[src/design/assert_macros.svh]
// Assertion macros shared by the design files.
// Depends on nothing; compiled out when SYNTH is defined.
`ifndef ASSERT_MACROS_SVH
`define ASSERT_MACROS_SVH
`ifndef SYNTH
// Check a condition at every clock edge outside reset.
`define ASSERT_ALWAYS(lbl, clk, rst, cond) \
   lbl: assert property (@(posedge clk) disable iff (rst) (cond)) \
      else $error("assertion failed");
// Check that an antecedent implies a consequent in the same cycle.
`define ASSERT_IMPLY(lbl, clk, rst, ante, cons) \
   lbl: assert property (@(posedge clk) disable iff (rst) (ante) |-> (cons)) \
      else $error("assertion failed");
`else
`define ASSERT_ALWAYS(lbl, clk, rst, cond)
`define ASSERT_IMPLY(lbl, clk, rst, ante, cons)
`endif
`endif

[src/design/vts_pkg.sv]
// Types and constants of the version tag scanner.
// Depends on nothing; imported by version_tag_scanner_core and the bench.
package vts_pkg;

   localparam int TAG_LEN = 9;
   localparam int RB_DEPTH = TAG_LEN - 1;
   localparam int SIZE_W = 21;
   localparam int OFS_W = 20;
   localparam logic [SIZE_W-1:0] SIZE_RESET = 21'd65536;

   // Tag "$AppInfo$"
   localparam logic [7:0] TAG_BYTES [TAG_LEN] = '{
      8'h24, 8'h41, 8'h70, 8'h70, 8'h49, 8'h6E, 8'h66, 8'h6F, 8'h24
   };

   typedef enum logic [2:0] {
      PH_SEARCH = 3'b001,
      PH_WINDOW = 3'b010,
      PH_DONE   = 3'b100
   } phase_type;

   typedef struct packed {
      logic             found;
      logic [OFS_W-1:0] string_offset;
   } rsp_type;

endpackage

[src/design/version_tag_scanner_core.sv]
// Version tag scanner: streams image bytes and reports the version string offset.
// Depends on vts_pkg and assert_macros.svh.
//
//   channel  | direction | handshake       | payload
//   req_     | in        | valid / ready   | data, first
//   rsp_     | out       | valid / ready   | found, string_offset
//   csr_     | in        | write enable    | write data (image_size)
//
// One byte is taken every cycle while req_ready is high; the scan state updates in the accepting cycle.
// A result is registered in the output register, or in the skid while that one is full, and drives rsp_.
// Two result slots (output register plus skid) keep req_ready high unless both hold.
// Reset (synchronous) starts a fresh scan and sets image_size to 65536.
`include "assert_macros.svh"

module version_tag_scanner_core
   import vts_pkg::*;
#(
   parameter int MAX_IMAGE_BYTES  = 1048576,
   parameter int MAX_STRING_BYTES = 128
) (
   input  logic              clock,
   input  logic              reset,
   input  logic              req_valid,
   output logic              req_ready,
   input  logic [7:0]        req_data,
   input  logic              req_first,
   output logic              rsp_valid,
   input  logic              rsp_ready,
   output logic              rsp_found,
   output logic [OFS_W-1:0]  rsp_string_offset,
   input  logic              csr_wr_en,
   input  logic [SIZE_W-1:0] csr_wr_data
);

   localparam int IDX_W = $clog2(MAX_IMAGE_BYTES + 1);
   localparam int CMP_W = ((IDX_W > SIZE_W) ? IDX_W : SIZE_W) + 1;
   localparam int WC_W  = $clog2(MAX_STRING_BYTES + 1);
   localparam logic [IDX_W-1:0] IDX_MAX = IDX_W'(MAX_IMAGE_BYTES);
   localparam logic [CMP_W-1:0] SIZE_MAX = CMP_W'(MAX_IMAGE_BYTES);
   // Tag start p counts if p + margin < size; with p = idx - 8 this is idx + gap < size
   localparam logic [CMP_W-1:0] END_GAP = CMP_W'(MAX_STRING_BYTES + 10 - RB_DEPTH);
   localparam logic [WC_W-1:0]  WC_LIMIT = WC_W'(MAX_STRING_BYTES);

   logic [SIZE_W-1:0] image_size_ff;
   logic [7:0]        recent_ff [RB_DEPTH];
   logic [7:0]        recent_in [RB_DEPTH];
   logic [IDX_W-1:0]  byte_index_ff, byte_index_in;
   phase_type         phase_ff, phase_in;
   logic [WC_W-1:0]   window_count_ff, window_count_in;
   logic [OFS_W-1:0]  match_offset_ff, match_offset_in;

   logic              out_valid_ff, out_valid_in;
   rsp_type           out_ff, out_in;
   logic              skid_valid_ff, skid_valid_in;
   rsp_type           skid_ff, skid_in;

   logic              accept;
   logic              pop;
   logic              res_valid;
   rsp_type           res;

   // Effective state after an optional restart
   logic [7:0]        rb_cur [RB_DEPTH];
   logic [IDX_W-1:0]  idx_cur;
   phase_type         phase_cur;
   logic [WC_W-1:0]   wc_cur, wc_inc;
   logic [OFS_W-1:0]  mo_cur;
   logic [CMP_W-1:0]  img_ext, size_eff, idx_ext;
   logic              tag_hit;

   assign accept = req_valid && req_ready;
   assign pop    = out_valid_ff && rsp_ready;

   // Hold the image size register
   always_ff @(posedge clock) begin
      if (reset) begin
         image_size_ff <= SIZE_RESET;
      end else if (csr_wr_en) begin
         image_size_ff <= csr_wr_data;
      end
   end

   // Scan step for one item
   always_comb begin
      for (int i = 0; i < RB_DEPTH; i++) begin
         rb_cur[i] = req_first ? 8'd0 : recent_ff[i];
      end
      idx_cur   = req_first ? '0 : byte_index_ff;
      phase_cur = req_first ? PH_SEARCH : phase_ff;
      wc_cur    = req_first ? '0 : window_count_ff;
      mo_cur    = req_first ? '0 : match_offset_ff;
      wc_inc    = wc_cur + 1'b1;

      img_ext  = CMP_W'(image_size_ff);
      size_eff = (img_ext > SIZE_MAX) ? SIZE_MAX : img_ext;
      idx_ext  = CMP_W'(idx_cur);

      tag_hit = (idx_cur >= IDX_W'(RB_DEPTH)) && (req_data == TAG_BYTES[TAG_LEN-1]);
      for (int i = 0; i < RB_DEPTH; i++) begin
         if (rb_cur[i] != TAG_BYTES[i]) begin
            tag_hit = 1'b0;
         end
      end

      phase_in        = phase_cur;
      window_count_in = wc_cur;
      match_offset_in = mo_cur;
      res_valid       = 1'b0;
      res.found         = 1'b0;
      res.string_offset = '0;

      unique case (phase_cur)
         PH_SEARCH: begin
            if (tag_hit && ((idx_ext + END_GAP) < size_eff)) begin
               phase_in        = PH_WINDOW;
               match_offset_in = OFS_W'(idx_ext + 1'b1);
               window_count_in = '0;
            end else if ((idx_ext + 1'b1) >= size_eff) begin
               phase_in  = PH_DONE;
               res_valid = 1'b1;
            end
         end
         PH_WINDOW: begin
            if (req_data == 8'd0) begin
               phase_in          = PH_DONE;
               res_valid         = 1'b1;
               res.found         = 1'b1;
               res.string_offset = mo_cur;
            end else begin
               window_count_in = wc_inc;
               if (wc_inc >= WC_LIMIT) begin
                  phase_in  = PH_DONE;
                  res_valid = 1'b1;
               end
            end
         end
         default: begin
            phase_in = PH_DONE;
         end
      endcase

      // Shift the byte history and advance the offset
      for (int i = 0; i < RB_DEPTH - 1; i++) begin
         recent_in[i] = rb_cur[i+1];
      end
      recent_in[RB_DEPTH-1] = req_data;
      byte_index_in = (idx_cur == IDX_MAX) ? idx_cur : idx_cur + 1'b1;

      res_valid = res_valid && accept;
   end

   // Hold scan state; advance on each item
   always_ff @(posedge clock) begin
      if (reset) begin
         for (int i = 0; i < RB_DEPTH; i++) begin
            recent_ff[i] <= 8'd0;
         end
         byte_index_ff   <= '0;
         phase_ff        <= PH_SEARCH;
         window_count_ff <= '0;
         match_offset_ff <= '0;
      end else if (accept) begin
         recent_ff       <= recent_in;
         byte_index_ff   <= byte_index_in;
         phase_ff        <= phase_in;
         window_count_ff <= window_count_in;
         match_offset_ff <= match_offset_in;
      end
   end

   // Result slots: output register fed from skid first, then from the scan
   always_comb begin
      out_valid_in  = out_valid_ff;
      out_in        = out_ff;
      skid_valid_in = skid_valid_ff;
      skid_in       = skid_ff;
      if (!out_valid_ff || pop) begin
         if (skid_valid_ff) begin
            out_valid_in  = 1'b1;
            out_in        = skid_ff;
            skid_valid_in = 1'b0;
         end else begin
            out_valid_in = res_valid;
            out_in       = res;
         end
      end else if (res_valid) begin
         skid_valid_in = 1'b1;
         skid_in       = res;
      end
   end

   always_ff @(posedge clock) begin
      if (reset) begin
         out_valid_ff  <= 1'b0;
         skid_valid_ff <= 1'b0;
      end else begin
         out_valid_ff  <= out_valid_in;
         skid_valid_ff <= skid_valid_in;
      end
   end

   // Drop payload into the slots without reset
   always_ff @(posedge clock) begin
      out_ff  <= out_in;
      skid_ff <= skid_in;
   end

   assign req_ready         = !skid_valid_ff;
   assign rsp_valid         = out_valid_ff;
   assign rsp_found         = out_ff.found;
   assign rsp_string_offset = out_ff.string_offset;

   `ASSERT_ALWAYS(a_skid_behind_out, clock, reset, !skid_valid_ff || out_valid_ff)
   `ASSERT_IMPLY(a_miss_zero_ofs, clock, reset, rsp_valid && !rsp_found, rsp_string_offset == '0)
   `ASSERT_IMPLY(a_window_bound, clock, reset, phase_ff == PH_WINDOW, window_count_ff < WC_LIMIT)
   `ASSERT_ALWAYS(a_index_bound, clock, reset, byte_index_ff <= IDX_MAX)

endmodule

[config.mk]
export PLATFORM = sky130hd
export DESIGN_NAME = version_tag_scanner_core
export DESIGN_NICKNAME = d
export VERILOG_FILES = /design/src/design/vts_pkg.sv /design/src/design/version_tag_scanner_core.sv
export VERILOG_INCLUDE_DIRS = /design/src /design/src/design
export SDC_FILE = /design/constraint.sdc
export NUM_CORES = 1
export LEC_CHECK = 0
export ABC_AREA = 1
export BUFFER_PORTS_ARGS = -buffer_cell sky130_fd_sc_hd__buf_2
export CAP_MARGIN = 5
export CORE_ASPECT_RATIO = 0.6
export CORE_MARGIN = 8
export CORE_UTILIZATION = 35
export DETAILED_ROUTE_END_ITERATION = 7
export PLACE_DENSITY_LB_ADDON = 0.08
export SYNTH_ARGS = -nofsm -noshare
export SYNTH_HDL_FRONTEND = slang
export SYNTH_SLANG_ARGS = --single-unit
[constraint.sdc]
create_clock -name clock -period 7.5 [get_ports clock]
set_input_delay 1.875 -clock clock [delete_from_list [all_inputs] [get_ports clock]]
set_output_delay 1.875 -clock clock [all_outputs]
set_load 0.02 [all_outputs]
==> results of run 1 <==
worst reg2reg max path, cell delays in order, from the launching register on:
cell	delay [ns]
sky130_fd_sc_hd__dfxtp_1	0.33
sky130_fd_sc_hd__inv_1	0.07
sky130_fd_sc_hd__nor2_1	0.18
sky130_fd_sc_hd__ha_1	0.24
sky130_fd_sc_hd__nand3_1	0.19
sky130_fd_sc_hd__nor3_2	0.31
sky130_fd_sc_hd__nand4_1	0.29
sky130_fd_sc_hd__nor2_1	0.26
sky130_fd_sc_hd__xor2_1	0.27
sky130_fd_sc_hd__inv_1	0.12
sky130_fd_sc_hd__ha_1	0.31
sky130_fd_sc_hd__nand2_1	0.08
sky130_fd_sc_hd__nor2_1	0.16
sky130_fd_sc_hd__nand2_1	0.07
sky130_fd_sc_hd__nor2_1	0.09
sky130_fd_sc_hd__nand2_1	0.05
sky130_fd_sc_hd__nand2_1	0.07
sky130_fd_sc_hd__nand2_1	0.04
sky130_fd_sc_hd__nand2_1	0.07
sky130_fd_sc_hd__nand2_1	0.05
sky130_fd_sc_hd__nand2_1	0.05
sky130_fd_sc_hd__nand2_1	0.04
sky130_fd_sc_hd__nand2_1	0.07
sky130_fd_sc_hd__nand3_1	0.07
sky130_fd_sc_hd__nand2_1	0.11
sky130_fd_sc_hd__nand2_1	0.08
sky130_fd_sc_hd__nor2_1	0.12
sky130_fd_sc_hd__buf_4	0.30
metal layers:
metal	share of wire, %	wire, µm
met1	57	16920
met2	36	10630
met3	5.6	1642
met4	1.0	304
met5	0	0
Yosys cell counts, types with 3 or more instances:
master                     number  area share [%]
sky130_fd_sc_hd__nand2_1      284              11
sky130_fd_sc_hd__nor2_1       189             7.2
sky130_fd_sc_hd__inv_1        185             7.0
sky130_fd_sc_hd__dfxtp_1      139              28
sky130_fd_sc_hd__a21oi_1      125             6.3
sky130_fd_sc_hd__o21ai_0       96             4.9
sky130_fd_sc_hd__clkbuf_1      56             2.1
sky130_fd_sc_hd__nand3_1       52             2.6
sky130_fd_sc_hd__ha_1          46             5.8
sky130_fd_sc_hd__edfxtp_1      42              13
sky130_fd_sc_hd__xor2_1        34             3.0
sky130_fd_sc_hd__a211oi_1      25             1.9
sky130_fd_sc_hd__o21ai_1       24             1.2
sky130_fd_sc_hd__nand4_1       13            0.82
sky130_fd_sc_hd__inv_2          8            0.30
sky130_fd_sc_hd__nor4_1         7            0.44
sky130_fd_sc_hd__nor3_1         6            0.30
sky130_fd_sc_hd__buf_6          5            0.57
sky130_fd_sc_hd__nand2_2        5            0.32
sky130_fd_sc_hd__nor2_2         5            0.32
sky130_fd_sc_hd__o211ai_1       4            0.30
sky130_fd_sc_hd__a31oi_1        3            0.19
sky130_fd_sc_hd__buf_2          3            0.15
sky130_fd_sc_hd__nand3_2        3            0.30
cells by family (layout without fill, tap and decap cells):
logic type	Yosys count	count (layout)	synth area share, %
fa+ha+maj	46	46	5.826
buf+inv	262	294	10.45
simple gates	578	578	24.44
flops	181	181	40.93
xor+xnor	35	35	3.103
compound gates	283	283	15.25
placed cells by master (no fill, tap or decap), types with 17 or more instances in the layout:
cell type | Yosys | routed
sky130_fd_sc_hd__a21oi_1 | 125 | 125
sky130_fd_sc_hd__o21ai_0 | 96 | 96
sky130_fd_sc_hd__ha_1 | 46 | 46
sky130_fd_sc_hd__xor2_1 | 34 | 34
sky130_fd_sc_hd__inv_1 | 185 | 183
sky130_fd_sc_hd__buf_2 | 3 | 57
sky130_fd_sc_hd__clkbuf_16 | 0 | 17
sky130_fd_sc_hd__dfxtp_1 | 139 | 139
sky130_fd_sc_hd__nand2_1 | 284 | 283
sky130_fd_sc_hd__a211oi_1 | 25 | 25
sky130_fd_sc_hd__edfxtp_1 | 42 | 42
sky130_fd_sc_hd__nand3_1 | 52 | 52
sky130_fd_sc_hd__nor2_1 | 189 | 189
sky130_fd_sc_hd__o21ai_1 | 24 | 24
power groups by stage:
| stage | combinational (µW) | sequential, µW | clock, µW |
|---|---|---|---|
| global route | 268 | 1060 | 1060 |
| CTS | 236 | 1050 | 1020 |
| floorplan | 161 | 1070 | 0 |
| detailed placement | 234 | 1080 | 0 |
| finish | 236 | 1050 | 994 |
| global placement | 234 | 1080 | 0 |
path summary, 6_finish.rpt:
check | cells after the start | from | endpoint | slack [ns]
hold / removal | 2 | recent_ff[60] | recent_ff[60] | 0.46
setup reg to reg | 27 | byte_index_ff[1] | skid_ff[4] | 3.05
setup / recovery | 28 | req_first | skid_ff[4] | 1.55
hold reg to reg | 2 | recent_ff[60] | recent_ff[60] | 0.46
final cells by class:
cell class                 instances  share of cell area [%]
sequential                       181                   36.59
clock buffer                      17                   3.850
multi-input combinational        942                   43.53
inverter                         194                   6.590
tap                              367                   4.155
clock inverter                    15                   1.947
timing repair buffer              68                   3.329
sequential cells by signal, summed over array words and instances, names as in the netlist:
register,cells
match_offset_ff,20
phase_ff,3
image_size_ff,21
window_count_ff,8
recent_ff,64
skid_valid_ff,1
rsp_found,1
rsp_string_offset,20
byte_index_ff,21
rsp_valid,1
skid_ff,21
through the flow:
step | setup slack [ns] | power (µW) | cell area [µm²]
6_report | 1.549 | 2284 | 11050
3_5_place_dp | 1.124 | 1310 | 10410
5_1_grt | 1.111 | 2388 | 11050
4_1_cts | 1.588 | 2308 | 11050
2_1_floorplan | 1.508 | 1232 | 9879
3_3_place_gp | 1.117 | 1310 | 10410
==> summary.md, run 1 <==
| Metric | Value |
|---|---|
| Hold Buf Count CTS | 0 |
| Final design utilization | 39.98% |
| Clock input transition at the sequential cells of the worst setup and hold paths | 0.07 ns |
| Shortest clock period the worst path allows after layout | 5.951 ns |
| Number of global-route vias before repair | approximately 8000 |
| Distinct cells, synth | 43 |
| Largest net degree at the start of global routing | 79 |
| Number of enable-type register cells in the synthesized netlist | between 40 and 50 |
| Switching Fraction | 26.84% |
| Hold violation total from the final report | 0 |
| Setup tns final | 0 ns |
| Number of primary I/O pins | 58 |
| IO buf count | 57 |
| Worst supply voltage drop on vdd | 150.1 µV |
| Critical Setup Path Class | in2reg |
| Relative contribution of sequential cells to total power | 46.1% |
| Capturing element type of the critical path | flip-flop |
| Number of pins exceeding their max-slew limit in the final report | 0 |
| First-iteration detailed-routing DRC count | 700 |
| Critical path data required time | 7.62 ns |
| Mapped Area | approximately 9900 µm² |
| Register cell area after layout | approximately 4000 µm² |
| Largest stage delay, worst path | 0.31 ns |
| Proportion of layout cells with a drive suffix above 1 | a little under a tenth |
| Top achievable clock speed | 0.1680 GHz |
| Pin slew with the least headroom to its limit | 0.9143 ns |
| Global-route wire length before repair | 46.42 mm |
| Ys async rst share | 0% |
| Number of maximum-capacitance constraint violations | 0 |
| Share of the cycle needed by the critical path after routing | 79.35% |
| Setup repair after global routing missed its margin | false |
| Total Routed Length | 29.49 mm |
| Yosys warns | 0 |
| Starting density of the core | 35.74% |
| Critical path arrival | 6.07 ns |
| Critical path peak fanout | 39 |
| Fraction of the yosys area taken by sequential cells | ~41% |
| Floorplan die width | 232.9 µm |
| Per-instance average area after synthesis | slightly above 7 µm² |
| Max Root-Sink Buffers | 2 |
| Combinational Power Share | 10.3% |
| Global-route met3 utilization | approximately 3% |
| Post-Route Hold Slack | about 0.46 ns |
| Leakage power summed over all cells | 0.005068 µW |
| Setup violators final | 0 |
| Final-stage net count | 1485 |
| Fin Clk Skew | 0.01587 ns |
| Congestion Overflow GR | 0 |
| Met1 track utilization from global routing | between 20 and 30% |
| Number of detailed-routing iterations run before antenna repair | 5 |
| Footprint of the multi-input gates | 4811 µm² |
| Clk_lat worst skew | 0.45 ns |
| Library cell used as clock root buffer | sky130_fd_sc_hd__clkbuf_16 |
| Area of the die | ~34000 µm² |
| Number of placed instances, taps included | about 1800 |
| CTS tree | built |
| Number of antenna cells inserted | 0 |
| Post-layout instance count excluding filler cells | 1784 |
| Synthesized netlist net count | 1466 |
| Top FF cell, synth | sky130_fd_sc_hd__dfxtp_1 |
| Category of cells accounting for the largest share of critical-path delay | simple AND/OR/NAND/NOR gates |
| Cell count after synthesis | 1385 |
| Outcome | completed |
| Hold Path Class | reg2reg |
| Worst path most repeated cell | sky130_fd_sc_hd__nand2_1 |
| Detailed-placement wirelength estimate | 21.35 mm |
| Row count | 47 |
| Count of state elements after synthesis | approximately 180 |
| Portion of total power attributed to the clock network | 43.5% |
| Final routed wire length divided by cell count | about 17 µm |
| DIE HEIGHT | 146.1 µm |
| Core region area | 27640 µm² |
| Number of nets with antenna violations after detailed routing | 0 |
| Startpoint kind of the worst setup timing path | input pin |
| GRT met2 Usage | 21.40% |
| Weighted congestion reported at the end of routability-driven placement | around 0.96 |
| Total power divided by cell area | 206.7 nW/µm² |
| Number of levels in the clock H-tree | 4 |
| Post-cts resize count | 0 |
| DR vias | between 8000 and 9000 |
| Internal Pwr Total | 1671 µW |
| # fillers | ~2900 |
| Global routing's busiest layer | met1 |
| Number of remaining DRC errors | 0 |
| Critical path's slowest cell | sky130_fd_sc_hd__nor3_2 |
| Area Growth Syn to Fin | 11.85% |
| Post-detailed-route via-to-cell ratio | a little under 5 |
| Worst slew margin | approximately 39% |
| Initial antenna violation count | 0 |
| Worst path bufs/invs | 4 |
| Number of sinks driven by the clock tree | roughly 180 |
| GRT Total Usage | between 15 and 20% |
| Buffers inserted during post-CTS setup optimization | 0 |
| Switching power | about 610 µW |
| CTS buffer count | 17 |
Power figures use the tool's default switching activity.
==> run 2, diff against run 1 <==
- clock period: 7.5 -> 5.5 ns (I/O delays scaled with it)
==> run 2 against run 1 <==
- first-iteration DRC count is 12% higher
- sequential power is 37% higher
- non-clock buffer count is 17 higher
- wire length is 4.1% lower
==> summary.md, run 2 (synthesized netlist as in run 1, its figures left out) <==
| Metric | Value |
|---|---|
| CTS buffer count | 17 |
| Final routed wire length divided by cell count | roughly 16 µm |
| Largest stage delay, worst path | around 0.31 ns |
| Total Routed Length | 28.28 mm |
| Number of sinks driven by the clock tree | 181 |
| CTS tree | built |
| Setup tns final | 0 ns |
| DR vias | 8659 |
| Worst path bufs/invs | 3 |
| Top achievable clock speed | 0.2008 GHz |
| Source of the worst register-to-register timing path | byte_index_ff[1] |
| Number of primary I/O pins | between 50 and 60 |
| Worst supply voltage drop on vdd | 177.7 µV |
| Critical Path Source | req_first |
| Weighted congestion reported at the end of routability-driven placement | around 0.96 |
| Hold Buf Count CTS | 0 |
| Register cell area after layout | 4044 µm² |
| Fin Clk Skew | 0.01270 ns |
| Largest register FFs | 64 |
| Number of global-route vias before repair | 7945 |
| Critical Setup Path Class | in2reg |
| Post-detailed-route via-to-cell ratio | 4.808 |
| Worst path most repeated cell | sky130_fd_sc_hd__nand2_1 |
| Leading cell type in the layout, fill and taps excluded | sky130_fd_sc_hd__nand2_1 |
| Hold Path Class | reg2reg |
| Library cell used as clock root buffer | sky130_fd_sc_hd__clkbuf_16 |
| Initial antenna violation count | 0 |
| Floorplan die width | 232.9 µm |
| Shortest clock period the worst path allows after layout | 4.979 ns |
| Category of cells accounting for the largest share of critical-path delay | simple AND/OR/NAND/NOR gates |
| Starting density of the core | 35.74% |
| Number of maximum-capacitance constraint violations | 0 |
| DIE HEIGHT | 146.1 µm |
| Critical path data required time | roughly 5.6 ns |
| Largest net degree at the start of global routing | 75 |
| Number of levels in the clock H-tree | 4 |
| Area Growth Syn to Fin | 11.89% |
| Worst slew margin | 39.76% |
| Top register by number of flip-flops | recent_ff |
| Outcome | completed |
| Total power divided by cell area | 260.2 nW/µm² |
| GRT Total Usage | around 17% |
| Startpoint kind of the worst setup timing path | input pin |
| Clock input transition at the sequential cells of the worst setup and hold paths | about 0.070 ns |
| Global-route wire length before repair | 45.57 mm |
| Proportion of layout cells with a drive suffix above 1 | about a tenth |
| Leakage power summed over all cells | 0.005091 µW |
| Row count | 47 |
| Number of detailed-routing iterations run before antenna repair | 5 |
| Min-delay src | recent_ff[59] |
| Setup violators final | 0 |
| Final design utilization | 40.00% |
| Footprint of the multi-input gates | 4811 µm² |
| Hold violation total from the final report | 0 |
| Clk_lat worst skew | approximately 0.44 ns |
| Share of the cycle needed by the critical path after routing | roughly nine tenths |
| Critical path arrival | 5.10 ns |
| IO buf count | 57 |
| Detailed-placement wirelength estimate | 20.47 mm |
| Setup repair after global routing missed its margin | false |
| Pin slew with the least headroom to its limit | 0.9026 ns |
| Max Root-Sink Buffers | 2 |
| Core region area | 27640 µm² |
| Critical path peak fanout | 21 |
| Number of pins exceeding their max-slew limit in the final report | 0 |
| Post-Route Hold Slack | 0.4532 ns |
| Capturing element type of the critical path | flip-flop |
| Number of antenna cells inserted | 0 |
| First-iteration detailed-routing DRC count | 783 |
| Congestion Overflow GR | 0 |
| Number of nets with antenna violations after detailed routing | 0 |
| Final-stage net count | 1502 |
| Post-cts resize count | 0 |
| Buffers inserted during post-CTS setup optimization | 0 |
| Area of the die | 34040 µm² |
| # fillers | ~3000 |
| Number of remaining DRC errors | 0 |
| Critical path's slowest cell | sky130_fd_sc_hd__nor3_2 |
| Highest-count cells in the layout ignoring fill and taps | sky130_fd_sc_hd__nand2_1 (283), sky130_fd_sc_hd__nor2_1 (189), sky130_fd_sc_hd__inv_1 (183) |
==> run 2: cell count changes in the layout (fill, tap and decap cells not counted), sizes merged <==
| cell | delta |
|---|---|
| inv | -3 |
| clkinv | +4 |
| buf | +17 |
| bufinv | -4 |
| clkbuf | +3 |
==> run 2: final timing paths <==
check                        to  slack, ns  depth (start not counted)
setup / recovery    skid_ff[20]       0.52                         27
hold / removal    recent_ff[59]       0.45                          2
setup reg to reg    skid_ff[20]       1.26                         27
hold reg to reg   recent_ff[59]       0.45                          2
==> run 2: area by class of cell <==
class                           count  area share (%)
Inverter                          194           6.587
Tap cell                          367           4.154
Multi-Input combinational cell    942           43.52
Timing Repair Buffer               85           4.482
Clock inverter                     12          0.7244
Sequential cell                   181           36.58
Clock buffer                       20           3.950
==> run 2: worst reg2reg max path, cell delays in order, from the launching register on <==
cell and delay [ns]:
sky130_fd_sc_hd__dfxtp_1 0.33, sky130_fd_sc_hd__inv_1 0.06, sky130_fd_sc_hd__nor2_1 0.17, sky130_fd_sc_hd__ha_1 0.24, sky130_fd_sc_hd__nand3_1 0.19, sky130_fd_sc_hd__nor3_2 0.31
sky130_fd_sc_hd__nand4_1 0.24, sky130_fd_sc_hd__nor2_1 0.21, sky130_fd_sc_hd__xor2_1 0.20, sky130_fd_sc_hd__inv_1 0.09, sky130_fd_sc_hd__ha_1 0.30, sky130_fd_sc_hd__nand2_1 0.08
sky130_fd_sc_hd__nor2_1 0.16, sky130_fd_sc_hd__nand2_1 0.07, sky130_fd_sc_hd__nor2_1 0.09, sky130_fd_sc_hd__nand2_1 0.06, sky130_fd_sc_hd__nand2_1 0.07, sky130_fd_sc_hd__nand2_1 0.05
sky130_fd_sc_hd__nand2_1 0.08, sky130_fd_sc_hd__nand2_1 0.05, sky130_fd_sc_hd__nand2_1 0.05, sky130_fd_sc_hd__nand2_1 0.04, sky130_fd_sc_hd__nand2_1 0.07, sky130_fd_sc_hd__nand3_1 0.07
sky130_fd_sc_hd__nand2_1 0.10, sky130_fd_sc_hd__nand2_1 0.08, sky130_fd_sc_hd__nor2_1 0.13, sky130_fd_sc_hd__buf_4 0.31
==> run 2: per-stage QoR <==
step / setup WS [ns] / total power (µW) / cells / instance area [µm²]
after detailed placement: 0.1137 / 1783 / 1769 / 10540
final: 0.5210 / 2876 / 1801 / 11050
after CTS: 0.5843 / 2915 / 1801 / 11050
after floorplan: 0.007654 / 1680 / 1385 / 9879
after global placement: 0.2020 / 1782 / 1769 / 10540
after global routing: 0.1002 / 3018 / 1801 / 11050
==> run 2: metal layers <==
| metal | global-route usage (%) | vias up | wire length [µm] |
|---|---|---|---|
| met3 | 3.173 | 18 | 1541 |
| met2 | 21.81 | 186 | 10470 |
| met4 | 4.054 | 0 | 284 |
| li1 | - | 4548 | - |
| met5 | 0 | - | 0 |
| met1 | 27.05 | 3907 | 15990 |
==> run 2: power breakdown <==
| part | switching [µW] | leakage [µW] | internal [µW] |
|---|---|---|---|
| Sequential | 30.5 | 0.00155 | 1410 |
| Combinational | 216 | 0.00330 | 101 |
| Clock | 545 | 0.000246 | 577 |
| Total | 792 | 0.00509 | 2080 |
==> run 3, diff against run 2 <==
- ABC_AREA: 1 -> not set
==> run 3 against run 2 <==
- sequential share of layout area up 0.93 points
- first-iteration DRC count down 11%
- cell area down 2.5%
- non-clock buffer count up 27
- largest power group unchanged
- critical path depth down 12
- largest cell class unchanged
- setup slack worse by 0.023 ns
- highest routed layer unchanged
- global-route usage up 1.5 points
- die area down 6.0%
- count of clock-buffer cells in the layout unchanged
- area after synthesis down 6.6%
- synthesized cell count down 23%
- core utilization up 1.2 points
==> summary.md, run 3 <==
| Metric | Value |
|---|---|
| Congestion Overflow GR | 0 |
| Top cell type's share of synthesized area | 30.15% |
| CTS tree | built |
| Shortest clock period the worst path allows after layout | around 5 ns |
| Buffers inserted during post-CTS setup optimization | 0 |
| Worst slew margin | 42.77% |
| CTS buffer count | 17 |
| Mapped Area | a little over 9000 µm² |
| Floorplan die width | around 230 µm |
| Combinational Power Share | 7.8% |
| Area of the die | 31990 µm² |
| Number of nets with antenna violations after detailed routing | 0 |
| Hold depth | 2 |
| Number of pins exceeding their max-slew limit in the final report | 0 |
| Switching Fraction | 27.13% |
| Number of maximum-capacitance constraint violations | 0 |
| Fraction of the yosys area taken by sequential cells | 43.81% |
| Number of enable-type register cells in the synthesized netlist | 42 |
| Library cell used as clock root buffer | sky130_fd_sc_hd__clkbuf_16 |
| Setup violators final | 0 |
| Final design instance area without fill | 10780 µm² |
| Reg2Reg Depth | 15 |
| Cell count after synthesis | 1066 |
| Number of global-route vias before repair | around 7400 |
| Ranking of synthesized cells by instance count | sky130_fd_sc_hd__nand2_1 (165), sky130_fd_sc_hd__dfxtp_1 (139), sky130_fd_sc_hd__a21oi_1 (97), sky130_fd_sc_hd__nand3_1 (86), sky130_fd_sc_hd__nor2_1 (75) |
| IO buf count | 57 |
| Number of primary I/O pins | 58 |
| Total power divided by cell area | 262.2 nW/µm² |
| Startpoint kind of the worst setup timing path | input pin |
| Share of the cycle needed by the critical path after routing | 90.94% |
| Setup repair after global routing missed its margin | false |
| Pin slew with the least headroom to its limit | 0.8473 ns |
| Critical Setup Path Class | in2reg |
| Highest-count cells in the layout ignoring fill and taps | sky130_fd_sc_hd__nand2_1 (163), sky130_fd_sc_hd__dfxtp_1 (139), sky130_fd_sc_hd__a21oi_1 (97) |
| Core region area | 26190 µm² |
| Row count | 46 |
| Initial antenna violation count | 0 |
| Setup tns final | 0 ns |
| Outcome | completed |
| Weighted congestion reported at the end of routability-driven placement | 0.8958 |
| Final-stage net count | about 1200 |
| Area of placed instances | 10220 µm² |
| Critical path peak fanout | 16 |
| Worst supply voltage drop on vdd | 161.2 µV |
| Starting density of the core | between 30% and 40% |
| Most numerous cell in the Yosys netlist | sky130_fd_sc_hd__nand2_1 |
| First-iteration detailed-routing DRC count | 697 |
| Hold violation total from the final report | 0 |
| Number of detailed-routing iterations run before antenna repair | 4 |
| Number of sinks driven by the clock tree | 181 |
| Source of the worst register-to-register timing path | byte_index_ff[3] |
| Global-route wire length before repair | 45.13 mm |
| DR vias | 7918 |
| Detailed-placement wirelength estimate | 20.93 mm |
| Clk_lat worst skew | 0.46 ns |
| Number of antenna cells inserted | 0 |
| Number of remaining DRC errors | 0 |
| Hold Path Class | reg2reg |
| GRT Total Usage | 18.29% |
| Min-delay src | recent_ff[57] |
| Largest area contributor in the netlist | sky130_fd_sc_hd__dfxtp_1 |
| Leading cell type in the layout, fill and taps excluded | sky130_fd_sc_hd__nand2_1 |
| Portion of total power attributed to the clock network | 42.7% |
| Count of state elements after synthesis | 181 |
| Largest register FFs | 64 |
| Switching power | between 700 and 800 µW |
| Distinct cells, synth | 60 |
| Internal Pwr Total | 2060 µW |
| Post-cts resize count | 0 |
| Leakage power summed over all cells | 0.004119 µW |
| Capturing element type of the critical path | flip-flop |
| Proportion of layout cells with a drive suffix above 1 | 17.21% |
| DIE HEIGHT | 141.8 µm |
| Number of levels in the clock H-tree | 4 |
| Synthesized netlist net count | 1147 |
| Clock input transition at the sequential cells of the worst setup and hold paths | 0.07 ns |
| Post-detailed-route via-to-cell ratio | approximately 5.3 |
| Top achievable clock speed | between 0.15 and 0.2 GHz |
| Largest net degree at the start of global routing | 65 |
| Fin Clk Skew | 0.01176 ns |
| Relative contribution of sequential cells to total power | between 40% and 50% |
| Capture endpoint of the worst hold path | recent_ff[57] |
| Per-instance average area after synthesis | slightly below 9 µm² |
| Final routed wire length divided by cell count | 19.14 µm |
| Yosys warns | 0 |
| Top FF cell, synth | sky130_fd_sc_hd__dfxtp_1 |
| Reg2reg setup slack | 0.73 ns |
| Reg-to-reg endpoint | skid_ff[4] |
| Top register by number of flip-flops | recent_ff |
| Top area cells in the synthesized netlist | sky130_fd_sc_hd__dfxtp_1 (30%), sky130_fd_sc_hd__edfxtp_1 (14%), sky130_fd_sc_hd__nand2_1 (6.7%), sky130_fd_sc_hd__ha_1 (6.2%), sky130_fd_sc_hd__a21oi_1 (5.3%) |
| Max Root-Sink Buffers | 2 |
| Critical path data required time | 5.72 ns |
| Critical path arrival | 5.22 ns |
| Total Routed Length | 28.69 mm |
| Area Growth Syn to Fin | 16.81% |
| Hold Buf Count CTS | 0 |
| Ys async rst share | 0% |
[run 3: cells by family (layout without fill, tap and decap cells)]
group,count (synthesis),after routing,share of synthesized area (%)
compound gates,177,177,11.45
mux,44,44,5.043
simple gates,473,473,25.24
flops,181,181,43.81
buf+inv,110,183,4.894
fa+ha+maj,46,46,6.236
xor+xnor,35,35,3.321
[run 3: per-stage QoR]
step	hold WS [ns]	instances	power, µW	util [%]	setup slack [ns]
5_1_grt	0.4756	1499	2941	41.17	0.2537
3_3_place_gp	0.4366	1467	1651	39.03	0.1349
3_5_place_dp	0.4421	1467	1649	39.03	0.05050
6_report	0.4549	1499	2827	41.17	0.4982
4_1_cts	0.4550	1499	2857	41.17	0.5128
2_1_floorplan	0.4267	1066	1567	-	0.03006
[run 3: per-layer routing]
metal	routed length (µm)	global-route usage, %	vias up
met5	0	0	-
met4	282	4.397	0
met3	2201	5.772	21
met2	10320	21.68	185
met1	15880	29.77	3798
li1	-	-	3914
[run 3: critical path: stages]
cell,delay (ns)
sky130_fd_sc_hd__buf_2,0.16
sky130_fd_sc_hd__buf_4,0.21
sky130_fd_sc_hd__nor4_1,0.39
sky130_fd_sc_hd__nand2_1,0.12
sky130_fd_sc_hd__xor2_1,0.14
sky130_fd_sc_hd__nor2_1,0.06
sky130_fd_sc_hd__ha_1,0.19
sky130_fd_sc_hd__or4b_1,0.49
sky130_fd_sc_hd__or4_1,0.49
sky130_fd_sc_hd__or4_1,0.47
sky130_fd_sc_hd__nor4_1,0.33
sky130_fd_sc_hd__nand4_1,0.20
sky130_fd_sc_hd__a22oi_2,0.32
sky130_fd_sc_hd__nor3_4,0.08
sky130_fd_sc_hd__buf_12,0.19
[run 3: worst max path at each step]
stage          startpoint           to  slack (ns)  cells after the start
2_1_floorplan   req_first   skid_ff[0]        0.03                     21
3_3_place_gp    req_first   skid_ff[4]        0.13                     15
3_5_place_dp    req_first  skid_ff[19]        0.05                     15
4_1_cts         req_first  skid_ff[17]        0.51                     15
5_1_grt         req_first   skid_ff[3]        0.25                     15
6_report        req_first   skid_ff[4]        0.50                     15
[run 3: area by class of cell]
cell class              count  area [µm²]
clock buffers              20       447.9
fillers                  2658       15410
clock inverters            12       112.6
well taps                 360       450.4
repair buffers            112       738.2
flip-flops and latches    181        4044
inverters                  39       146.4
multi-input cells         775        4842
[run 3: power by group through the flow]
stage	Clock [µW]	Combinational [µW]	Sequential, µW
3_3_place_gp	0	223	1430
2_1_floorplan	0	145	1420
6_report	1210	222	1400
3_5_place_dp	0	221	1430
5_1_grt	1290	246	1400
4_1_cts	1240	222	1400
